**config.mk**
```make
export PLATFORM = sky130hd
export DESIGN_NAME = network_management_state_machine_top_flat
export DESIGN_NICKNAME = d
export VERILOG_FILES = /design/src/nmsm_pkg.sv /design/src/nmsm_if.sv /design/src/nmsm_csr.sv /design/src/nmsm_core.sv /design/src/network_management_state_machine_top.sv /design/src/flat_wrapper.sv
export SDC_FILE = /design/constraint.sdc
export NUM_CORES = 1
export LEC_CHECK = 0
export BUFFER_PORTS_ARGS = -buffer_cell sky130_fd_sc_hd__buf_2
export CAP_MARGIN = 40
export CORE_AREA = 3 3 153 155
export DETAILED_ROUTE_END_ITERATION = 16
export DIE_AREA = 0 0 156 158
export PLACE_DENSITY_LB_ADDON = 0.05
export SLEW_MARGIN = 20
export SYNTH_ARGS = -nofsm -noshare
export SYNTH_HDL_FRONTEND = slang
export SYNTH_HIERARCHICAL = 1
export SYNTH_SLANG_ARGS = --single-unit
```
**constraint.sdc**
```tcl
create_clock -name clock -period 6.2 [get_ports clock]
set_clock_uncertainty 0.05 [all_clocks]
set_input_delay 1.86 -clock clock [delete_from_list [all_inputs] [get_ports clock]]
set_output_delay 1.86 -clock clock [all_outputs]
set_load 0.03 [all_outputs]
```
**src/nmsm_pkg.sv**
```systemverilog
// Package for the network-management mode machine.
// Holds mode and request codes, register indexes and the configuration struct.
// No dependencies; nmsm_csr, nmsm_core and the top level import it.
package nmsm_pkg;

   // Mode codes as seen on the result channel.
   localparam logic [2:0] MODE_INIT   = 3'd0;
   localparam logic [2:0] MODE_SLEEP  = 3'd1;
   localparam logic [2:0] MODE_PREP   = 3'd2;
   localparam logic [2:0] MODE_REPEAT = 3'd3;
   localparam logic [2:0] MODE_NORMAL = 3'd4;
   localparam logic [2:0] MODE_READY  = 3'd5;

   // Request kinds on the input channel.
   localparam logic [1:0] KIND_TICK  = 2'd0;
   localparam logic [1:0] KIND_START = 2'd1;
   localparam logic [1:0] KIND_STOP  = 2'd2;

   // Timer run flag positions.
   localparam int unsigned RUN_TIMEOUT = 0;
   localparam int unsigned RUN_REPEAT  = 1;
   localparam int unsigned RUN_CYCLE   = 2;
   localparam int unsigned RUN_IMMED   = 3;
   localparam int unsigned RUN_WAIT    = 4;
   localparam int unsigned RUN_COUNT   = 5;

   // Register indexes; register i lies at byte address 4*i.
   localparam int unsigned CSR_ADDR_W = 5;
   localparam logic [2:0] REG_TIMEOUT  = 3'd0;
   localparam logic [2:0] REG_REPEAT   = 3'd1;
   localparam logic [2:0] REG_CYCLE    = 3'd2;
   localparam logic [2:0] REG_IMMED    = 3'd3;
   localparam logic [2:0] REG_IMM_TX   = 3'd4;
   localparam logic [2:0] REG_WAIT     = 3'd5;

   localparam int unsigned TIME_W = 16;
   localparam int unsigned TX_W   = 8;

   typedef logic [TIME_W-1:0] time_type;

   // Configuration handed from the register file to the mode machine.
   typedef struct packed {
      time_type          timeout_time;
      time_type          repeat_message_time;
      time_type          msg_cycle_time;
      time_type          immediate_cycle_time;
      logic [TX_W-1:0]   immediate_transmissions;
      time_type          wait_bus_sleep_time;
   } cfg_type;

endpackage

```
**src/nmsm_if.sv**
```systemverilog
// Valid/ready channel interfaces for the request and result transfers.
// Depends on nothing but the port widths fixed for the block.
interface nmsm_req_if;
   logic       valid;
   logic       ready;
   logic [1:0] kind;
   logic       full_com_request;

   modport source (output valid, output kind, output full_com_request, input ready);
   modport sink (input valid, input kind, input full_com_request, output ready);
endinterface

interface nmsm_rsp_if;
   logic       valid;
   logic       ready;
   logic [2:0] mode;
   logic       send_message;

   modport source (output valid, output mode, output send_message, input ready);
   modport sink (input valid, input mode, input send_message, output ready);
endinterface

```
**src/nmsm_csr.sv**
```systemverilog
// APB-style configuration register file of the mode machine.
// Depends on nmsm_pkg for register indexes and the configuration struct.
module nmsm_csr
   import nmsm_pkg::*;
(
   input  logic                  clock,
   input  logic                  reset,
   input  logic                  csr_psel,
   input  logic                  csr_penable,
   input  logic                  csr_pwrite,
   input  logic [CSR_ADDR_W-1:0] csr_paddr,
   input  logic [31:0]           csr_pwdata,
   output logic [31:0]           csr_prdata,
   output logic                  csr_pready,
   output cfg_type               cfg
);

   cfg_type    cfg_ff;
   logic [2:0] reg_index;
   logic       write_en;

   assign csr_pready = 1'b1;
   assign reg_index  = csr_paddr[CSR_ADDR_W-1:2];
   assign write_en   = csr_psel & csr_penable & csr_pwrite & csr_pready;
   assign cfg        = cfg_ff;

   // Register writes happen in the access phase of a transfer.
   always_ff @(posedge clock) begin
      if (reset) begin
         cfg_ff <= '0;
      end else if (write_en) begin
         unique case (reg_index)
            REG_TIMEOUT: cfg_ff.timeout_time            <= csr_pwdata[TIME_W-1:0];
            REG_REPEAT:  cfg_ff.repeat_message_time     <= csr_pwdata[TIME_W-1:0];
            REG_CYCLE:   cfg_ff.msg_cycle_time          <= csr_pwdata[TIME_W-1:0];
            REG_IMMED:   cfg_ff.immediate_cycle_time    <= csr_pwdata[TIME_W-1:0];
            REG_IMM_TX:  cfg_ff.immediate_transmissions <= csr_pwdata[TX_W-1:0];
            REG_WAIT:    cfg_ff.wait_bus_sleep_time     <= csr_pwdata[TIME_W-1:0];
            default: ;
         endcase
      end
   end

   // Read-back multiplexer.
   always_comb begin
      unique case (reg_index)
         REG_TIMEOUT: csr_prdata = {16'd0, cfg_ff.timeout_time};
         REG_REPEAT:  csr_prdata = {16'd0, cfg_ff.repeat_message_time};
         REG_CYCLE:   csr_prdata = {16'd0, cfg_ff.msg_cycle_time};
         REG_IMMED:   csr_prdata = {16'd0, cfg_ff.immediate_cycle_time};
         REG_IMM_TX:  csr_prdata = {24'd0, cfg_ff.immediate_transmissions};
         REG_WAIT:    csr_prdata = {16'd0, cfg_ff.wait_bus_sleep_time};
         default:     csr_prdata = '0;
      endcase
   end

endmodule

```
**src/nmsm_core.sv**
```systemverilog
// Mode machine with its timers and the registered result stage.
// Depends on nmsm_pkg and on the channel interfaces in nmsm_if.sv.
module nmsm_core
   import nmsm_pkg::*;
(
   input  logic        clock,
   input  logic        reset,
   input  cfg_type     cfg,
   nmsm_req_if.sink    req_if,
   nmsm_rsp_if.source  rsp_if
);

   logic [2:0]           mode_ff, mode_in;
   logic [RUN_COUNT-1:0] run_ff, run_in;
   time_type             timeout_cnt_ff, timeout_cnt_in;
   time_type             repeat_cnt_ff, repeat_cnt_in;
   time_type             cycle_cnt_ff, cycle_cnt_in;
   time_type             immed_cnt_ff, immed_cnt_in;
   time_type             wait_cnt_ff, wait_cnt_in;
   logic [TX_W-1:0]      imm_left_ff, imm_left_in;
   logic                 send;
   logic                 accept;
   logic                 rsp_valid_ff;
   logic [2:0]           rsp_mode_ff;
   logic                 rsp_send_ff;

   // A new request enters whenever the result register is empty or drains now.
   assign req_if.ready = ~rsp_valid_ff | rsp_if.ready;
   assign accept       = req_if.valid & req_if.ready;

   // Next state of the mode machine for the accepted request.
   always_comb begin
      mode_in        = mode_ff;
      run_in         = run_ff;
      timeout_cnt_in = timeout_cnt_ff;
      repeat_cnt_in  = repeat_cnt_ff;
      cycle_cnt_in   = cycle_cnt_ff;
      immed_cnt_in   = immed_cnt_ff;
      wait_cnt_in    = wait_cnt_ff;
      imm_left_in    = imm_left_ff;
      send           = 1'b0;
      if (accept) begin
         unique case (req_if.kind)
            KIND_TICK: begin
               unique case (mode_ff)
                  MODE_SLEEP: begin
                     if (req_if.full_com_request) begin
                        mode_in                = MODE_REPEAT;
                        run_in[RUN_IMMED]      = 1'b1;
                        run_in[RUN_TIMEOUT]    = 1'b1;
                        timeout_cnt_in         = '0;
                        immed_cnt_in           = '0;
                        imm_left_in            = cfg.immediate_transmissions;
                     end
                  end
                  MODE_PREP: begin
                     if (req_if.full_com_request) begin
                        mode_in                = MODE_REPEAT;
                        run_in[RUN_IMMED]      = 1'b1;
                        run_in[RUN_TIMEOUT]    = 1'b1;
                        timeout_cnt_in         = '0;
                        immed_cnt_in           = '0;
                        imm_left_in            = cfg.immediate_transmissions;
                     end else if (run_ff[RUN_WAIT]) begin
                        if (wait_cnt_ff >= cfg.wait_bus_sleep_time) begin
                           mode_in          = MODE_SLEEP;
                           run_in[RUN_WAIT] = 1'b0;
                           wait_cnt_in      = '0;
                        end else begin
                           wait_cnt_in = wait_cnt_ff + 1'b1;
                        end
                     end
                  end
                  MODE_REPEAT: begin
                     if (run_ff[RUN_IMMED]) begin
                        if (imm_left_ff == '0) begin
                           run_in[RUN_IMMED]  = 1'b0;
                           run_in[RUN_REPEAT] = 1'b1;
                           run_in[RUN_CYCLE]  = 1'b1;
                           immed_cnt_in       = '0;
                           repeat_cnt_in      = '0;
                           cycle_cnt_in       = '0;
                        end else if (immed_cnt_ff >= cfg.immediate_cycle_time) begin
                           send                = 1'b1;
                           run_in[RUN_TIMEOUT] = 1'b1;
                           timeout_cnt_in      = '0;
                           imm_left_in         = imm_left_ff - 1'b1;
                           immed_cnt_in        = '0;
                        end else begin
                           immed_cnt_in = immed_cnt_ff + 1'b1;
                        end
                     end else if (run_ff[RUN_REPEAT]) begin
                        if (repeat_cnt_ff >= cfg.repeat_message_time) begin
                           run_in[RUN_REPEAT] = 1'b0;
                           repeat_cnt_in      = '0;
                           if (req_if.full_com_request) begin
                              mode_in = MODE_NORMAL;
                           end else begin
                              mode_in           = MODE_READY;
                              run_in[RUN_CYCLE] = 1'b0;
                              cycle_cnt_in      = '0;
                           end
                        end else begin
                           repeat_cnt_in = repeat_cnt_ff + 1'b1;
                           if (run_ff[RUN_CYCLE]) begin
                              if (cycle_cnt_ff >= cfg.msg_cycle_time) begin
                                 send                = 1'b1;
                                 run_in[RUN_TIMEOUT] = 1'b1;
                                 timeout_cnt_in      = '0;
                                 cycle_cnt_in        = '0;
                              end else begin
                                 cycle_cnt_in = cycle_cnt_ff + 1'b1;
                              end
                           end
                        end
                     end
                     // The timeout timer restarts on expiry in this mode.
                     if (run_in[RUN_TIMEOUT]) begin
                        if (timeout_cnt_in >= cfg.timeout_time) begin
                           timeout_cnt_in = '0;
                        end else begin
                           timeout_cnt_in = timeout_cnt_in + 1'b1;
                        end
                     end
                  end
                  MODE_NORMAL: begin
                     if (!req_if.full_com_request) begin
                        mode_in           = MODE_READY;
                        run_in[RUN_CYCLE] = 1'b0;
                        cycle_cnt_in      = '0;
                     end else if (run_ff[RUN_CYCLE]) begin
                        if (cycle_cnt_ff >= cfg.msg_cycle_time) begin
                           send                = 1'b1;
                           run_in[RUN_TIMEOUT] = 1'b1;
                           timeout_cnt_in      = '0;
                           cycle_cnt_in        = '0;
                        end else begin
                           cycle_cnt_in = cycle_cnt_ff + 1'b1;
                        end
                     end
                     if (run_in[RUN_TIMEOUT]) begin
                        if (timeout_cnt_in >= cfg.timeout_time) begin
                           timeout_cnt_in = '0;
                        end else begin
                           timeout_cnt_in = timeout_cnt_in + 1'b1;
                        end
                     end
                  end
                  MODE_READY: begin
                     if (req_if.full_com_request) begin
                        mode_in           = MODE_NORMAL;
                        run_in[RUN_CYCLE] = 1'b1;
                        cycle_cnt_in      = '0;
                     end else if (run_ff[RUN_TIMEOUT]) begin
                        if (timeout_cnt_ff >= cfg.timeout_time) begin
                           mode_in             = MODE_PREP;
                           run_in[RUN_TIMEOUT] = 1'b0;
                           timeout_cnt_in      = '0;
                           run_in[RUN_WAIT]    = 1'b1;
                           wait_cnt_in         = '0;
                        end else begin
                           timeout_cnt_in = timeout_cnt_ff + 1'b1;
                        end
                     end
                  end
                  default: ;
               endcase
            end
            KIND_START: begin
               mode_in        = MODE_SLEEP;
               run_in         = '0;
               timeout_cnt_in = '0;
               repeat_cnt_in  = '0;
               cycle_cnt_in   = '0;
               immed_cnt_in   = '0;
               wait_cnt_in    = '0;
            end
            KIND_STOP: begin
               mode_in = MODE_INIT;
            end
            default: ;
         endcase
      end
   end

   // Mode machine state.
   always_ff @(posedge clock) begin
      if (reset) begin
         mode_ff        <= MODE_INIT;
         run_ff         <= '0;
         timeout_cnt_ff <= '0;
         repeat_cnt_ff  <= '0;
         cycle_cnt_ff   <= '0;
         immed_cnt_ff   <= '0;
         wait_cnt_ff    <= '0;
         imm_left_ff    <= '0;
      end else begin
         mode_ff        <= mode_in;
         run_ff         <= run_in;
         timeout_cnt_ff <= timeout_cnt_in;
         repeat_cnt_ff  <= repeat_cnt_in;
         cycle_cnt_ff   <= cycle_cnt_in;
         immed_cnt_ff   <= immed_cnt_in;
         wait_cnt_ff    <= wait_cnt_in;
         imm_left_ff    <= imm_left_in;
      end
   end

   // Result register; it holds while the receiver stalls.
   always_ff @(posedge clock) begin
      if (reset) begin
         rsp_valid_ff <= 1'b0;
      end else if (accept) begin
         rsp_valid_ff <= 1'b1;
      end else if (rsp_if.ready) begin
         rsp_valid_ff <= 1'b0;
      end
   end

   always_ff @(posedge clock) begin
      if (accept) begin
         rsp_mode_ff <= mode_in;
         rsp_send_ff <= send;
      end
   end

   assign rsp_if.valid        = rsp_valid_ff;
   assign rsp_if.mode         = rsp_mode_ff;
   assign rsp_if.send_message = rsp_send_ff;

endmodule

```
**src/network_management_state_machine_top.sv**
```systemverilog
// Network-management mode machine, top level.
// Requests arrive on req_if (kind: tick, start or stop; a tick carries the
// full-communication request bit). Each request yields exactly one result on
// rsp_if: the mode after the request and a pulse that says one NM message
// goes out on this tick.
// Timing constants are written over the APB-style csr_ port; they are to be
// changed only while no request is in flight.
// A result is registered and appears in the cycle after its request transfer.
// Throughput: one request per cycle unless the receiver stalls, set by the
// single mode machine update that sits between state and result registers.
// A new request is taken while a result waits, as long as that result is
// taken in the same cycle; while the receiver stalls, the result register
// holds and req_if.ready stays low.
// Reset (synchronous) puts the machine in init mode, clears all timers and
// the immediate message count, and zeroes the configuration registers.
// Depends on nmsm_pkg, nmsm_if.sv, nmsm_csr and nmsm_core.
module network_management_state_machine_top
   import nmsm_pkg::*;
(
   input  logic                  clock,
   input  logic                  reset,
   nmsm_req_if.sink              req_if,
   nmsm_rsp_if.source            rsp_if,
   input  logic                  csr_psel,
   input  logic                  csr_penable,
   input  logic                  csr_pwrite,
   input  logic [CSR_ADDR_W-1:0] csr_paddr,
   input  logic [31:0]           csr_pwdata,
   output logic [31:0]           csr_prdata,
   output logic                  csr_pready
);

   cfg_type cfg;

   // Configuration registers.
   nmsm_csr u_csr (
      .clock       (clock),
      .reset       (reset),
      .csr_psel    (csr_psel),
      .csr_penable (csr_penable),
      .csr_pwrite  (csr_pwrite),
      .csr_paddr   (csr_paddr),
      .csr_pwdata  (csr_pwdata),
      .csr_prdata  (csr_prdata),
      .csr_pready  (csr_pready),
      .cfg         (cfg)
   );

   // Mode machine and result stage.
   nmsm_core u_core (
      .clock  (clock),
      .reset  (reset),
      .cfg    (cfg),
      .req_if (req_if),
      .rsp_if (rsp_if)
   );

   // A message is sent only in repeat message or normal operation.
   a_send_mode: assert property (@(posedge clock) disable iff (reset)
      (rsp_if.valid && rsp_if.send_message) |->
         (rsp_if.mode == MODE_REPEAT || rsp_if.mode == MODE_NORMAL))
      else $error("send pulse outside repeat or normal mode");

   // A start transfer reports bus sleep without a message in the next cycle.
   a_start_sleep: assert property (@(posedge clock) disable iff (reset)
      (req_if.valid && req_if.ready && req_if.kind == KIND_START) |=>
         (rsp_if.valid && rsp_if.mode == MODE_SLEEP && !rsp_if.send_message))
      else $error("start did not yield bus sleep");

   // A stop transfer reports init mode in the next cycle.
   a_stop_init: assert property (@(posedge clock) disable iff (reset)
      (req_if.valid && req_if.ready && req_if.kind == KIND_STOP) |=>
         (rsp_if.valid && rsp_if.mode == MODE_INIT && !rsp_if.send_message))
      else $error("stop did not yield init mode");

endmodule
```
**src/flat_wrapper.sv**
```systemverilog
// flat-port wrapper written by rule: the top's interface ports become plain ports
module network_management_state_machine_top_flat import nmsm_pkg::*;
  (clock, reset, csr_psel, csr_penable, csr_pwrite, csr_paddr, csr_pwdata, csr_prdata, csr_pready, req_if_valid, req_if_kind, req_if_full_com_request, req_if_ready, rsp_if_valid, rsp_if_mode, rsp_if_send_message, rsp_if_ready);
  nmsm_req_if req_if_i ();
  nmsm_rsp_if rsp_if_i ();
  input  logic clock;
  input  logic reset;
  input  logic csr_psel;
  input  logic csr_penable;
  input  logic csr_pwrite;
  input  logic [CSR_ADDR_W-1:0] csr_paddr;
  input  logic [31:0] csr_pwdata;
  output logic [31:0] csr_prdata;
  output logic csr_pready;
  input wire logic [$bits(req_if_i.valid)-1:0] req_if_valid;
  input wire logic [$bits(req_if_i.kind)-1:0] req_if_kind;
  input wire logic [$bits(req_if_i.full_com_request)-1:0] req_if_full_com_request;
  output wire logic [$bits(req_if_i.ready)-1:0] req_if_ready;
  output wire logic [$bits(rsp_if_i.valid)-1:0] rsp_if_valid;
  output wire logic [$bits(rsp_if_i.mode)-1:0] rsp_if_mode;
  output wire logic [$bits(rsp_if_i.send_message)-1:0] rsp_if_send_message;
  input wire logic [$bits(rsp_if_i.ready)-1:0] rsp_if_ready;
  assign req_if_i.valid = req_if_valid;
  assign req_if_i.kind = req_if_kind;
  assign req_if_i.full_com_request = req_if_full_com_request;
  assign req_if_ready = req_if_i.ready;
  assign rsp_if_valid = rsp_if_i.valid;
  assign rsp_if_mode = rsp_if_i.mode;
  assign rsp_if_send_message = rsp_if_i.send_message;
  assign rsp_if_i.ready = rsp_if_ready;
  network_management_state_machine_top u_core (.clock(clock), .reset(reset), .req_if(req_if_i), .rsp_if(rsp_if_i), .csr_psel(csr_psel), .csr_penable(csr_penable), .csr_pwrite(csr_pwrite), .csr_paddr(csr_paddr), .csr_pwdata(csr_pwdata), .csr_prdata(csr_prdata), .csr_pready(csr_pready));
endmodule
```
# Word level (Yosys, flattened, before mapping)
# Index checks and enable logic that the tools add are counted.
# totals
elab_cells,221
output_inout_bits,39
latch_bits,0
romBits,0
input_bits,47
ram_bits,0
regBits,189
memories,0
# classes
n_mul,0
magnitude_cmp,7
add_sub_neg,8
reduce_logical,24
n_shift,0
n_mux,118
n_eq_ne,38
div,0
bitwise_logic,5
# ops
cell,count
$mux 16,43
$pmux 16 s2,7
$add 16x1->16 const B,7
$ge 16x16->1,7
$pmux 16 s6,1
$pmux 16 s4,1
$mux 3,18
$pmux 16 s3,1
$mux 1,33
$mux 8,4
$ne 3x3->1 const B,10
$reduce_and 7->1,4
$ne 5x5->1 const B,4
$pmux 8 s2,1
$pmux 3 s5,1
$reduce_and 5->1,3
$eq 3x2->1 const B,4
$eq 3x3->1 const B,4
$ne 4x4->1 const B,3
$reduce_and 2->1,6
$pmux 5 s2,1
$pmux 3 s3,1
$logic_not 8->1,1
$reduce_and 4->1,2
22 further kinds,33

# Logic depth before layout (Yosys ltp)
# Gate-level depths: netlist (run 1).
# depth
depth_word,14
depth_mapped,21
mapped_depth_nobuf,19

# Hierarchy
# Netlist (run 1), hierarchy kept.
# modules_own_cells
mod,seq_area_each_um2,area_per_inst_um2,cells_per_inst,instances
nmsm_core,2062.0,8868.5,1180,1
nmsm_csr,1761.7,4330.4,417,1

# Least setup slack after synthesis (run 1)
# No wires, ideal clock.
# synth_path
path_kind,in2out
from,in csr_paddr[4]
to,out csr_prdata[10]
cell_stages,5
slack_ps,1214
t_arrival_ps,3076
cell_sequence,buf_6 -> or2_1 -> buf_2 -> clkbuf_1 -> o221ai_1
# synth_between
elab_chain_len,2
# synth_lines
item,line,rtl
from (decl),flat_wrapper.sv:11,input logic [CSR_ADDR_W-1:0] csr_paddr;
"$eq 3x3->1, or another cell as far along",nmsm_csr.sv:46,unique case (reg_index)
$pmux 16 s6 *,nmsm_csr.sv:46,
to (decl),flat_wrapper.sv:13,output logic [31:0] csr_prdata;
# Every way passes the cells marked *; elsewhere a longest branch is shown, timed or not.

# Final worst setup path (run 1)
# layout_path
from,in csr_paddr[2]
to,out csr_prdata[13]
# The elaborated chain is that of the path after synthesis.

==> results list, run 1 <==
- Entering global routing, the biggest net connects 69 pins.
* Slowest cell delay on critical path: about 0.34 ns
- CTS root buffer: sky130_fd_sc_hd__clkbuf_16
* Cells after Synth: 1,597
- Height of the die: 158 um
* Die area: 24,600 sq um
* Final Slew Violations: 0
* Register bit count reported by yosys: 189
* Dominant combinational cell family by area after synthesis: simple AND/OR/NAND/NOR gates
- The H-tree was split into 4 levels.
* Number of remaining DRC errors: 0
- After detailed routing, the average wire length per cell comes to 19.1 um.
* Fill cell instance count of the final layout: 1,970
- In this run, post-CTS hold repair placed 0 buffers.
- For this run, the register share of the synthesized area comes to 0.290.
* Relative max-transition margin: 0.364
* Worst hold path type: register to register
- Worst slack on hold paths: about 0.45 ns
- The floorplan step set the die width to 156 um.
- Highest-delay cell along the critical path: sky130_fd_sc_hd__buf_4
- The worst setup path is captured at an output port.
- In the synthesized netlist the dominant register cell turns out to be sky130_fd_sc_hd__dfxtp_1.
- Maximum vdd ir drop: around 0.00017 V
- Count of input and output buffers: 50
- Placer congestion estimate: approximately 0.90
- Largest fanout of any net on the critical path: 16
- After detailed routing, the number of vias per cell comes to 6.11.
- In this run the cell area of the synthesized design comes to 13,200 sq um.
- Slew at the pin with the worst max-slew slack: between 0.9 and 1 ns
- The flow ran to the end, and the final reports show no timing, DRC or antenna violations.
- Once placement completed, the tool counted placed cells totaling 1,867.
* Count of buffer and inverter cells on the critical path: 3
* Number of sinks driven by the clock tree: 189
* Core Region: 22,000 sq um
- Via count of the first global-routing pass: 10,800
* Critical path, cell by cell: buf_2 -> buf_4 -> mux2i_1 -> o22ai_1 -> a31o_2 -> buf_2
- In this run the static leakage power is 5.92 nW.
- Counting distinct cell types in the post-synthesis netlist gives 88.
* Antenna diode count: 0
* Overall routed net length: 36.3 mm
- Clock-pin slew was measured on the worst setup and hold paths at 0.07 ns.
- The initial antenna violation count came to 0.
* Cts bufs inserted: 17
- Nets: 1,773
- Area growth from synthesis to layout: 6.69%
* Setup_tns: 0 ns
- Buffers inserted by post-CTS timing repair: 0
- Share of async-settable or async-resettable flops after synthesis: 0
* Clock period minus final worst setup slack: 5.27 ns
- The multi-input combinational cells in the finished layout cover a total of 8580 sq um.
* Number of enable flip-flop cells after synthesis: 4
- Simple-gate share of the synthesized area: 0.242
- Dividing the final minimum period by the clock period gives 0.851.
- Detailed Place HPWL: 26.9 mm
- Synth warn: 6
* Cts repair resizes: 0
- Clock network latency to the later pin of the worst-skew pair: 0.44 ns
- In this run the deepest clock path goes through 2 buffers.
* Share of final-layout standard cells stronger than drive strength 1: 0.0852
- For the worst setup path, the data required time is 4.29 ns.
- Post-Layout Inst Area: 14,100 sq um
- The largest total area in the synthesized netlist belongs to sky130_fd_sc_hd__dfxtp_1.
- Iter 0 DRT Violations: about 1,100
- Pre-Repair DR Iteration Count: 5
- Vias after detailed routing: ~12,000
- Combined flip-flop and latch cell area: 3820 sq um
* Crit path top cell by count: sky130_fd_sc_hd__buf_2
- In this design, the largest share of critical-path delay is due to buffers and inverters.
* Top-level port count: 86
* Share of cell area taken by muxes after synthesis: 0.0988
* Element type at the critical path start: input pin
- Avg Synthesized Cell Area: 8.26 sq um
- For this configuration, the core starts out at a cell density of 0.601.
- Final Hold Violating Endpoints: 0
- Post-route total power: 2.54 mW
- Number of maximum-capacitance constraint violations: 0
- Overall Global Routing Usage: 0.295
- Maximum achievable frequency: 0.190 GHz
- Placement Cell Area: 13,500 sq um
- Data arrival time of the worst path: about 3.4 ns
* Wire length of the first global-routing pass: 57.9 mm
- After synthesis, the cell types taking the most area are sky130_fd_sc_hd__dfxtp_1, sky130_fd_sc_hd__ha_1, sky130_fd_sc_hd__mux2i_1.
* TritonCTS clock tree: done
- Endpoints failing setup: 0
- By startpoint and endpoint, the worst setup path is classified as input pin to output port.
* Synth top area share: 0.281
* Post-synthesis compound-gate area fraction: 0.168
- Final standard cell count with taps included and fillers excluded: roughly 1,900
* Power density of the placed cells: 180 nW/um^2
- The count of nets left with antenna violations once routing finished came out at 0.
- Row generation in the floorplan step produced 54 rows.
- Arithmetic-cell share of the synthesized area counting full adders, half adders and majority gates: 0.115
- Setup repair after global routing left no endpoint under its margin.
- Sum of overflow across all layers after global routing: 0
* Parity-gate share of the synthesized area counting xor and xnor cells: 0.0219
## metrics by stage
step	util	setup slack (ns)
6_report	0.641	0.925
4_1_cts	0.641	0.934
3_5_place_dp	0.616	0.903
5_1_grt	0.641	0.817
3_3_place_gp	0.615	0.896
2_1_floorplan	-	1.21
## path summary, 6_finish.rpt
kind,cells after the start,from,to,slack [ns]
worst min-delay path,2,u_core/u_csr/cfg[34]$_SDFFE_PP0P_,u_core/u_csr/cfg[34]$_SDFFE_PP0P_,0.45
worst max-delay path,6,csr_paddr[2],csr_prdata[13],0.93
worst min register to register,2,u_core/u_csr/cfg[34]$_SDFFE_PP0P_,u_core/u_csr/cfg[34]$_SDFFE_PP0P_,0.45
worst max register to register,18,u_core/u_csr/cfg[71]$_SDFFE_PP0P_,u_core/u_core/timeout_cnt_ff[11]$_SDFFE_PP0P_,1.04
## cell usage in the layout, fill, tap and decap left out, types with 6 or more instances in the layout
cell type and instances:
sky130_fd_sc_hd__xor2_1 29, sky130_fd_sc_hd__buf_4 18, sky130_fd_sc_hd__o21ai_0 82, sky130_fd_sc_hd__and3_1 31
sky130_fd_sc_hd__a21o_1 15, sky130_fd_sc_hd__nor3_1 20, sky130_fd_sc_hd__o221ai_1 16, sky130_fd_sc_hd__and2_1 34
sky130_fd_sc_hd__nand2b_1 118, sky130_fd_sc_hd__a22oi_1 10, sky130_fd_sc_hd__or3_1 19, sky130_fd_sc_hd__mux2i_1 119
sky130_fd_sc_hd__and4_1 7, sky130_fd_sc_hd__a31oi_1 15, sky130_fd_sc_hd__a21oi_1 95, sky130_fd_sc_hd__ha_1 120
sky130_fd_sc_hd__conb_1 17, sky130_fd_sc_hd__a221oi_1 6, sky130_fd_sc_hd__nand2_1 123, sky130_fd_sc_hd__o22ai_1 8
sky130_fd_sc_hd__clkbuf_16 17, sky130_fd_sc_hd__a211oi_1 18, sky130_fd_sc_hd__nor3b_1 7, sky130_fd_sc_hd__nor2b_1 16
sky130_fd_sc_hd__nor2_1 106, sky130_fd_sc_hd__nand3b_1 12, sky130_fd_sc_hd__nand3_1 40, sky130_fd_sc_hd__nand4_1 29
sky130_fd_sc_hd__inv_1 98, sky130_fd_sc_hd__o31ai_1 7, sky130_fd_sc_hd__mux2_2 9, sky130_fd_sc_hd__dfxtp_1 185
sky130_fd_sc_hd__buf_2 50, sky130_fd_sc_hd__o2111ai_1 6
## final cells by class
class | count | area share
repair buffers | 69 | 0.0282
multi-input cells | 1231 | 0.609
inverters | 98 | 0.0261
clock buffers | 18 | 0.0305
well taps | 280 | 0.0249
clock inverters | 14 | 0.00960
flip-flops and latches | 189 | 0.272
## registers in the layout, indices dropped and copies added (netlist names)
signal and flops:
u_core/u_core/mode_ff 3, u_core/u_core/rsp_if.valid 1, u_core/u_core/wait_cnt_ff 16, u_core/u_core/immed_cnt_ff 16, u_core/u_core/cycle_cnt_ff 16, u_core/u_core/repeat_cnt_ff 16
u_core/u_core/rsp_if.mode 3, u_core/u_core/run_ff 5, u_core/u_csr/cfg 88, u_core/u_core/timeout_cnt_ff 16, u_core/u_core/imm_left_ff 8, u_core/u_core/rsp_if.send_message 1
## routing by layer
| layer | wire length [um] | track usage |
|---|---|---|
| met1 | 16500 | 0.404 |
| met2 | 16600 | 0.480 |
| met3 | 2040 | 0.0424 |
| met4 | 1130 | 0.0963 |
| met5 | 0 | 0 |
## power breakdown
group / total [mW] / internal [mW] / switching, mW
Clock: 1.08 / 0.563 / 0.520
Combinational: 0.216 / 0.0649 / 0.151
Sequential: 1.24 / 1.23 / 0.0112
## Yosys cell counts (34+ instances only)
| cell type | n |
|---|---|
| sky130_fd_sc_hd__dfxtp_1 | 185 |
| sky130_fd_sc_hd__nand2_1 | 123 |
| sky130_fd_sc_hd__mux2i_1 | 119 |
| sky130_fd_sc_hd__nand2b_1 | 118 |
| sky130_fd_sc_hd__ha_1 | 120 |
| sky130_fd_sc_hd__clkbuf_1 | 48 |
| sky130_fd_sc_hd__inv_1 | 98 |
| sky130_fd_sc_hd__a21oi_1 | 95 |
| sky130_fd_sc_hd__and2_1 | 34 |
| sky130_fd_sc_hd__nand3_1 | 40 |
| sky130_fd_sc_hd__nor2_1 | 106 |
| sky130_fd_sc_hd__o21ai_0 | 82 |
## cells by family after synthesis
group,after synthesis
xor+xnor,33
buf+inv,192
simple gates,596
flops,189
other cells,2
mux,129
compound gates,335
fa+ha+maj,121
## tightest hold or removal path: cells and delay by family, from the launching register on
| kind | cells | cell delay (ns) |
|---|---|---|
| mux | 1 | 0.06 |
| flops | 1 | 0.33 |
| simple gates | 1 | 0.07 |
Note: power is estimated with default switching activity, not from simulation.
==> run 2, diff against run 1 <==
--- a/config.mk
+++ b/config.mk
@@ -7,9 +7,9 @@
 export LEC_CHECK = 0
 export BUFFER_PORTS_ARGS = -buffer_cell sky130_fd_sc_hd__buf_2
 export CAP_MARGIN = 40
-export CORE_AREA = 3 3 153 155
+export CORE_AREA = 2 2 152 154
 export DETAILED_ROUTE_END_ITERATION = 16
-export DIE_AREA = 0 0 156 158
+export DIE_AREA = 0 0 154 156
 export PLACE_DENSITY_LB_ADDON = 0.05
 export SLEW_MARGIN = 20
 export SYNTH_ARGS = -nofsm -noshare
==> results list, run 2 (synthesized netlist as in run 1, its figures left out) <==
* Slew at the pin with the worst max-slew slack: 0.868 ns (-0.0781 ns)
* Bufs on Longest Clock Path: 2 (unchanged)
- The flop-to-flop setup slack was 1.13 ns (+0.09 ns).
- Element type at the critical path start: input pin
- Final critical-path share of the clock period: 0.873 (+0.0218)
- Broken down by cell family, the worst path's largest delay share belongs to buffers and inverters.
- The count of final setup violators was 0 (unchanged).
- TritonCTS built the clock tree.
- Data required time at the worst endpoint: 4.29 ns (about the same)
- For hold timing, the worst endpoint is u_core/u_csr/cfg[68]$_SDFFE_PP0P_.
* Crit path top cell by count: sky130_fd_sc_hd__buf_2
- Maximum achievable frequency: 0.185 GHz (-2.5%)
- The placeable core area was 22,400 sq um (+1.9%).
- H-tree depth reported by CTS: 4 (unchanged)
- The placement row count was 55 (+1.9%).
- The number of stages on the worst hold path came to 2 (unchanged).
- Setup_tns: 0 ns (unchanged)
- The endpoint identified for the worst register-to-register timing path is u_core/u_core/timeout_cnt_ff[14]$_SDFFE_PP0P_.
- CTS root buffer: sky130_fd_sc_hd__clkbuf_16
- Detail-routed via count per cell: 6.09 (-0.30%)
- Iter 0 DRT Violations: 946 (-14%)
- The startpoint identified for the worst register-to-register timing path is u_core/u_core/cycle_cnt_ff[0]$_SDFFE_PP0P_.
- The relative max-transition margin was 0.417 (+0.0525).
- The first-pass GRT wire length is 58.6 mm (+1.1%).
- Share of final-layout standard cells stronger than drive strength 1: 0.0853 (about the same)
* Overall Global Routing Usage: 0.305 (+0.0105)
- Nets: 1,772 (-0.056%)
- The buffer count from post-CTS setup fixing is 0 (unchanged).
- Area growth from synthesis to layout: 7.07%
- The path class of the tightest hold or removal check is register to register.
- The number of max-capacitance violations reported is 0 (unchanged).
* Top-level port count: 86 (unchanged)
- Count of input and output buffers: 50 (unchanged)
- The clock sink count is 189 (unchanged).
* Type of destination of the critical path: output port
- The end-of-flow core utilization was 0.632 (-0.00942).
- Maximum vdd ir drop: 0.000138 V (-18%)
* Routed Antenna Nets: 0 (unchanged)
- Cts repair resizes: 0 (unchanged)
- Status: completed
* Placer congestion estimate: 0.882 (-1.9%)
- The total wirelength of the detailed-routed design came to 36.6 mm (+1.0%).
- The routed wirelength normalized by instance count was 19.3 um (+0.81%).
* Slowest cell delay on critical path: 0.42 ns (+0.08 ns)
* Horiz. Die Dim: 154 um (-1.3%)
* Data arrival time of the worst path: 3.50 ns (+0.14 ns)
* Vias after detailed routing: 11,600 (-0.095%)
- The number of remaining DRC errors was 0 (unchanged).
* Commonest cells after routing, fill and taps aside: sky130_fd_sc_hd__dfxtp_1, sky130_fd_sc_hd__nand2_1, sky130_fd_sc_hd__ha_1, sky130_fd_sc_hd__mux2i_1, sky130_fd_sc_hd__nand2b_1
- The buffering stage count on the worst path with inverters included came to 3 (unchanged).
- Detailed Place HPWL: 27.1 mm (+0.82%)
- Leak Pwr: 5.94 nW (+0.39%)
- Number of antenna violations at the first check in global routing: 0 (unchanged)
* Via count of the first global-routing pass: 10,900 (+0.96%)
* Setup repair after global routing missed its margin: false
- Height of the die: 156 um (-1.3%)
- The length in cells of the worst reg-to-reg path was 18 (unchanged).
- Sum of overflow across all layers after global routing: 0 (unchanged)
- The power density over the cells was 184 nW/um^2 (+2.5%).
- The library cell used most frequently in the layout, excluding fill and tap cells, is sky130_fd_sc_hd__dfxtp_1.
* Clock transition at the registers of the reported paths: 0.07 ns (about the same)
* Maximum number of pins on one net before global-route repair: 146 (+110%)
- The die area is 24,000 sq um (-2.5%).
- Pre-Repair DR Iteration Count: 5 (unchanged)
- Starting utilization of the core area: 0.590 (-0.0109)
- The count of endpoints failing hold in the final timing report came to 0 (unchanged).
- Cts bufs inserted: 17 (unchanged)
- The antenna cell count was 0 (unchanged).
- Critical path, cell by cell: buf_2 -> buf_4 -> mux2i_1 -> o22ai_1 -> a31o_2 -> buf_2
* Max reg flops: 88 (unchanged)
- The startpoint identified for the worst hold timing path is u_core/u_csr/cfg[68]$_SDFFE_PP0P_.
- On the critical path, the stage with the largest delay is an instance of sky130_fd_sc_hd__mux2i_1.
- Clock network latency to the later pin of the worst-skew pair: 0.45 ns (about the same)
* Largest fanout of any net on the critical path: 12 (-4)
- The critical path is of the input pin to output port type.
- Final Slew Violations: 0 (unchanged)
* Clock period minus final worst setup slack: 5.41 ns (+0.135 ns)
- Cts-stage hold buffer count: 0 (unchanged)
run 2: worst max-delay path by stage:
stage / from / endpoint / slack (ns) / cells past startpoint
3_5_place_dp: csr_paddr[2] / csr_prdata[13] / 0.91 / 6
6_report: csr_paddr[2] / csr_prdata[13] / 0.79 / 6
5_1_grt: csr_paddr[2] / csr_prdata[13] / 0.86 / 6
4_1_cts: csr_paddr[2] / csr_prdata[13] / 0.86 / 6
2_1_floorplan: csr_paddr[4] / csr_prdata[10] / 1.21 / 5
3_3_place_gp: csr_paddr[2] / csr_prdata[13] / 0.91 / 6
run 2: metrics by stage:
stage	instance area (sq um)	total power [mW]	std cells	worst slack [ns]	hold slack, ns
floorplan	13300	1.42	1612	1.21	0.409
global placement	13500	1.47	1869	0.906	0.423
detailed placement	13500	1.48	1871	0.905	0.435
CTS	14100	2.62	1903	0.860	0.445
global route	14100	2.68	1903	0.859	0.468
finish	14100	2.61	1903	0.790	0.446
run 2: worst reg2reg max path, stage by stage (launching register included):
cell and delay, ns:
sky130_fd_sc_hd__dfxtp_1 0.35, sky130_fd_sc_hd__inv_1 0.08, sky130_fd_sc_hd__ha_1 0.27, sky130_fd_sc_hd__nand2b_4 0.15, sky130_fd_sc_hd__a2111oi_4 0.33, sky130_fd_sc_hd__o21ai_1 0.12, sky130_fd_sc_hd__a2111o_1 0.55, sky130_fd_sc_hd__a32oi_4 0.26
sky130_fd_sc_hd__buf_4 0.31, sky130_fd_sc_hd__and2_1 0.22, sky130_fd_sc_hd__ha_1 0.24, sky130_fd_sc_hd__a2111oi_0 0.44, sky130_fd_sc_hd__o31ai_1 0.20, sky130_fd_sc_hd__a31oi_1 0.40, sky130_fd_sc_hd__or2_2 0.23, sky130_fd_sc_hd__nand2_4 0.12
sky130_fd_sc_hd__o221ai_1 0.33, sky130_fd_sc_hd__a22oi_1 0.17, sky130_fd_sc_hd__a211oi_2 0.21
run 2: cell type report:
type	count	area, sq um
multi-input combinational	1231	8580
clock inverter	15	178
inverter	98	368
fill	2014	8230
tap	285	357
sequential	189	3820
timing repair buffer	68	402
clock buffer	17	425
run 2: per-layer routing:
layer,global-route usage,up-vias,share of wire,wire (um)
met4,0.107,0,0.030,1090
met2,0.495,409,0.45,16600
met1,0.418,5445,0.45,16600
met5,0,-,0,0
li1,-,5677,-,-
met3,0.0417,66,0.063,2330
run 2: power by group:
part	internal (mW)	switching (mW)	total [mW]
clock	0.611	0.544	1.16
sequential	1.23	0.0112	1.24
combinational	0.0652	0.150	0.215
==> run 3, diff against run 2 <==
--- a/config.mk
+++ b/config.mk
@@ -7,9 +7,9 @@
 export LEC_CHECK = 0
 export BUFFER_PORTS_ARGS = -buffer_cell sky130_fd_sc_hd__buf_2
 export CAP_MARGIN = 40
-export CORE_AREA = 2 2 152 154
+export CORE_AREA = 2 2 175 177
 export DETAILED_ROUTE_END_ITERATION = 16
-export DIE_AREA = 0 0 154 156
+export DIE_AREA = 0 0 177 179
 export PLACE_DENSITY_LB_ADDON = 0.05
 export SLEW_MARGIN = 20
 export SYNTH_ARGS = -nofsm -noshare
==> results list, run 3 (synthesized netlist as in run 1, its figures left out) <==
* Status: completed
* Commonest cells after routing, fill and taps aside: sky130_fd_sc_hd__dfxtp_1, sky130_fd_sc_hd__nand2_1, sky130_fd_sc_hd__ha_1, sky130_fd_sc_hd__mux2i_1, sky130_fd_sc_hd__nand2b_1
- The detailed placer's ending HPWL was 29.2 mm (+7.5%).
* Power density of the placed cells: 179 nW/um^2 (-2.9%)
* Data arrival time of the worst path: 3.44 ns (-0.06 ns)
- Setup_tns: 0 ns (unchanged)
* Routed Antenna Nets: 0 (unchanged)
* Maximum vdd ir drop: 0.000207 V (+50%)
- Maximum number of pins on one net before global-route repair: 146 (unchanged)
- The share of power burned in combinational logic came to 0.086 (+0.003).
* Pre-Repair DR Iteration Count: 5 (unchanged)
- Antenna diode count: 0 (unchanged)
- Iter 0 DRT Violations: 885 (-6.4%)
- Most common library cell in the layout ignoring fill and taps: sky130_fd_sc_hd__dfxtp_1
- The placed cell area was 13,700 sq um (+1.0%).
* Clock network latency to the later pin of the worst-skew pair: 0.46 ns (about the same)
- Setup repair after global routing left no endpoint under its margin.
- Buffers inserted by post-CTS timing repair: 0 (unchanged)
- Cts-stage hold buffer count: 0 (unchanged)
- The clock-pin slew on the worst setup and hold paths was 0.08 ns (about the same).
- Count of input and output buffers: 50 (unchanged)
* Reg2reg setup slack: 0.97 ns (-0.16 ns)
* Number of sinks driven by the clock tree: 189 (unchanged)
- TritonCTS built the clock tree.
- The routed wirelength normalized by instance count was 19.3 um (+0.47%).
- Count of buffer and inverter cells on the critical path: 3 (unchanged)
- The relative max-transition margin is 0.414 (-0.00274).
- The via count of the first global-routing pass is 10,400 (-4.8%).
- The minimum clock period after layout is 5.35 ns (-0.0577 ns).
- The highest attainable clock frequency was 0.187 GHz (+1.1%).
* Final Slew Violations: 0 (unchanged)
- H-tree depth reported by CTS: 4 (unchanged)
- Among all stages on the critical path, the largest delay is contributed by sky130_fd_sc_hd__mux2i_1.
- CTS root buffer: sky130_fd_sc_hd__clkbuf_16
- Instance count along the most critical hold path: 2 (unchanged)
* Largest fanout of any net on the critical path: 26 (+14)
- The global-route congestion overflow total came to 0 (unchanged).
- The area growth from synthesis to layout is 7.82%.
- Traced cell by cell, the critical path runs through buf_2 -> buf_4 -> mux2i_1 -> o22ai_1 -> a31o_2 -> buf_2.
* Start of the worst register-to-register path: u_core/u_core/cycle_cnt_ff[0]$_SDFFE_PP0P_
- The placeable core area came to 30,000 sq um (+34%).
- Die area: 31,700 sq um (+32%)
- Wire length of the first global-routing pass: 60.4 mm (+3.1%)
- Detail-routed via count per cell: 5.62 (-7.7%)
- The ratio of cells with drive above 1 in the final layout is 0.0853 (unchanged).
* Clock share of power: 0.429 (-0.014)
* # rows: 64 (+16%)
- The buffer depth of the longest clock path is 2 (unchanged).
* Slew at the pin with the worst max-slew slack: 0.876 ns (+0.00829 ns)
- The length in cells of the worst reg-to-reg path is 19 (+1).
- The path with the worst hold slack has its endpoint at u_core/u_csr/cfg[64]$_SDFFE_PP0P_.
- The vertical die dimension came to 179 um (+15%).
- By startpoint and endpoint, the worst setup path is classified as input pin to output port.
- Number of antenna violations at the first check in global routing: 0 (unchanged)
- Element type at the critical path start: input pin
* Cell internal power dissipation: 1.83 mW (-3.7%)
* Net Sw Power: 0.718 mW (+1.8%)
- The worst register-to-register path ends at u_core/u_core/timeout_cnt_ff[14]$_SDFFE_PP0P_.
- The count of final setup violators is 0 (unchanged).
- Number of remaining DRC errors: 0 (unchanged)
* Overall Global Routing Usage: 0.248 (-0.0572)
- Number of maximum-capacitance constraint violations: 0 (unchanged)
- Final critical-path share of the clock period: 0.863 (-0.00930)
* Kind of cell adding the most delay to the critical path: buffers and inverters
- Cts bufs inserted: 17 (unchanged)
* Top-level port count: 86 (unchanged)
* Type of destination of the critical path: output port
- The leakage power is 5.91 nW (-0.51%).
- The final cell area excluding filler cells is 14,200 sq um (+0.70%).
- In this run the most critical hold path is launched from u_core/u_csr/cfg[64]$_SDFFE_PP0P_.
- The net switching fraction of the power is 0.282 (+0.0110).
* Overall routed net length: 39.0 mm (+6.3%)
* Horiz. Die Dim: 177 um (+15%)
* Starting utilization of the core area: 0.440 (-0.151)
- Vias after detailed routing: 11,300 (-2.3%)
- Fill cell instance count of the final layout: 2,976 (+48%)
* Nets: 1,773 (+0.056%)
- The min-delay analysis places its worst path in the category register to register.
- The required time of the critical path came to 4.29 ns (about the same).
* Placer congestion estimate: 0.885 (+0.32%)
- Max reg flops: 88 (unchanged)
* Slowest cell delay on critical path: 0.49 ns (+0.07 ns)
* Crit path top cell by count: sky130_fd_sc_hd__buf_2
* Final Hold Violating Endpoints: 0 (unchanged)
- The sequential share of power is 0.485 (+0.011).
- The number of gates resized after cts came to 0 (unchanged).
==> run 3: worst max-delay path by stage <==
stage	from	endpoint	slack, ns	cells after the start
after global placement	req_if_full_com_request	u_core/u_core/timeout_cnt_ff[14]$_SDFFE_PP0P_	0.84	14
final	csr_paddr[2]	csr_prdata[14]	0.85	6
after floorplan	csr_paddr[4]	csr_prdata[10]	1.21	5
after global routing	u_core/u_core/cycle_cnt_ff[0]$_SDFFE_PP0P_	u_core/u_core/timeout_cnt_ff[14]$_SDFFE_PP0P_	0.69	19
after CTS	csr_paddr[2]	csr_prdata[14]	0.91	6
after detailed placement	req_if_full_com_request	u_core/u_core/timeout_cnt_ff[14]$_SDFFE_PP0P_	0.80	14
==> run 3: stage by stage <==
step           hold slack [ns]  setup WS, ns  utilization  cells  total power [mW]
2_1_floorplan            0.409          1.21            -   1612              1.42
3_3_place_gp             0.425         0.845        0.455   1980              1.48
3_5_place_dp             0.435         0.803        0.455   1982              1.48
4_1_cts                  0.446         0.911        0.474   2013              2.58
5_1_grt                  0.461         0.688        0.474   2014              2.64
6_report                 0.442         0.848        0.474   2014              2.55
==> run 3: area by class of cell <==
class,instances,area (sq um),area share
multi-input cells,1231,8580,0.603
flip-flops and latches,189,3820,0.269
well taps,396,495,0.0348
clock buffers,18,439,0.0309
repair buffers,69,403,0.0283
inverters,98,368,0.0258
clock inverters,13,123,0.00862
==> run 3: layer usage <==
layer  wire length [um]  GRT usage  up-vias
li1                   -          -     5683
met1              19100      0.348     5415
met2              17600      0.394      201
met3               1540     0.0388       28
met4                772     0.0675        0
met5                  0          0        -
==> run 3: power groups by stage <==
stage	registers, mW	logic [mW]	clock network, mW
after floorplan	1.26	0.154	0
after global placement	1.26	0.216	0
after detailed placement	1.27	0.217	0
after CTS	1.24	0.218	1.12
after global routing	1.24	0.234	1.17
final	1.24	0.219	1.09
==> run 3: worst min-delay path: cells and delay by family, from the launching register on <==
family           cells  cell delay (ns)
flip-flops           1             0.33
multiplexers         1             0.05
AND/OR/NAND/NOR      1             0.07
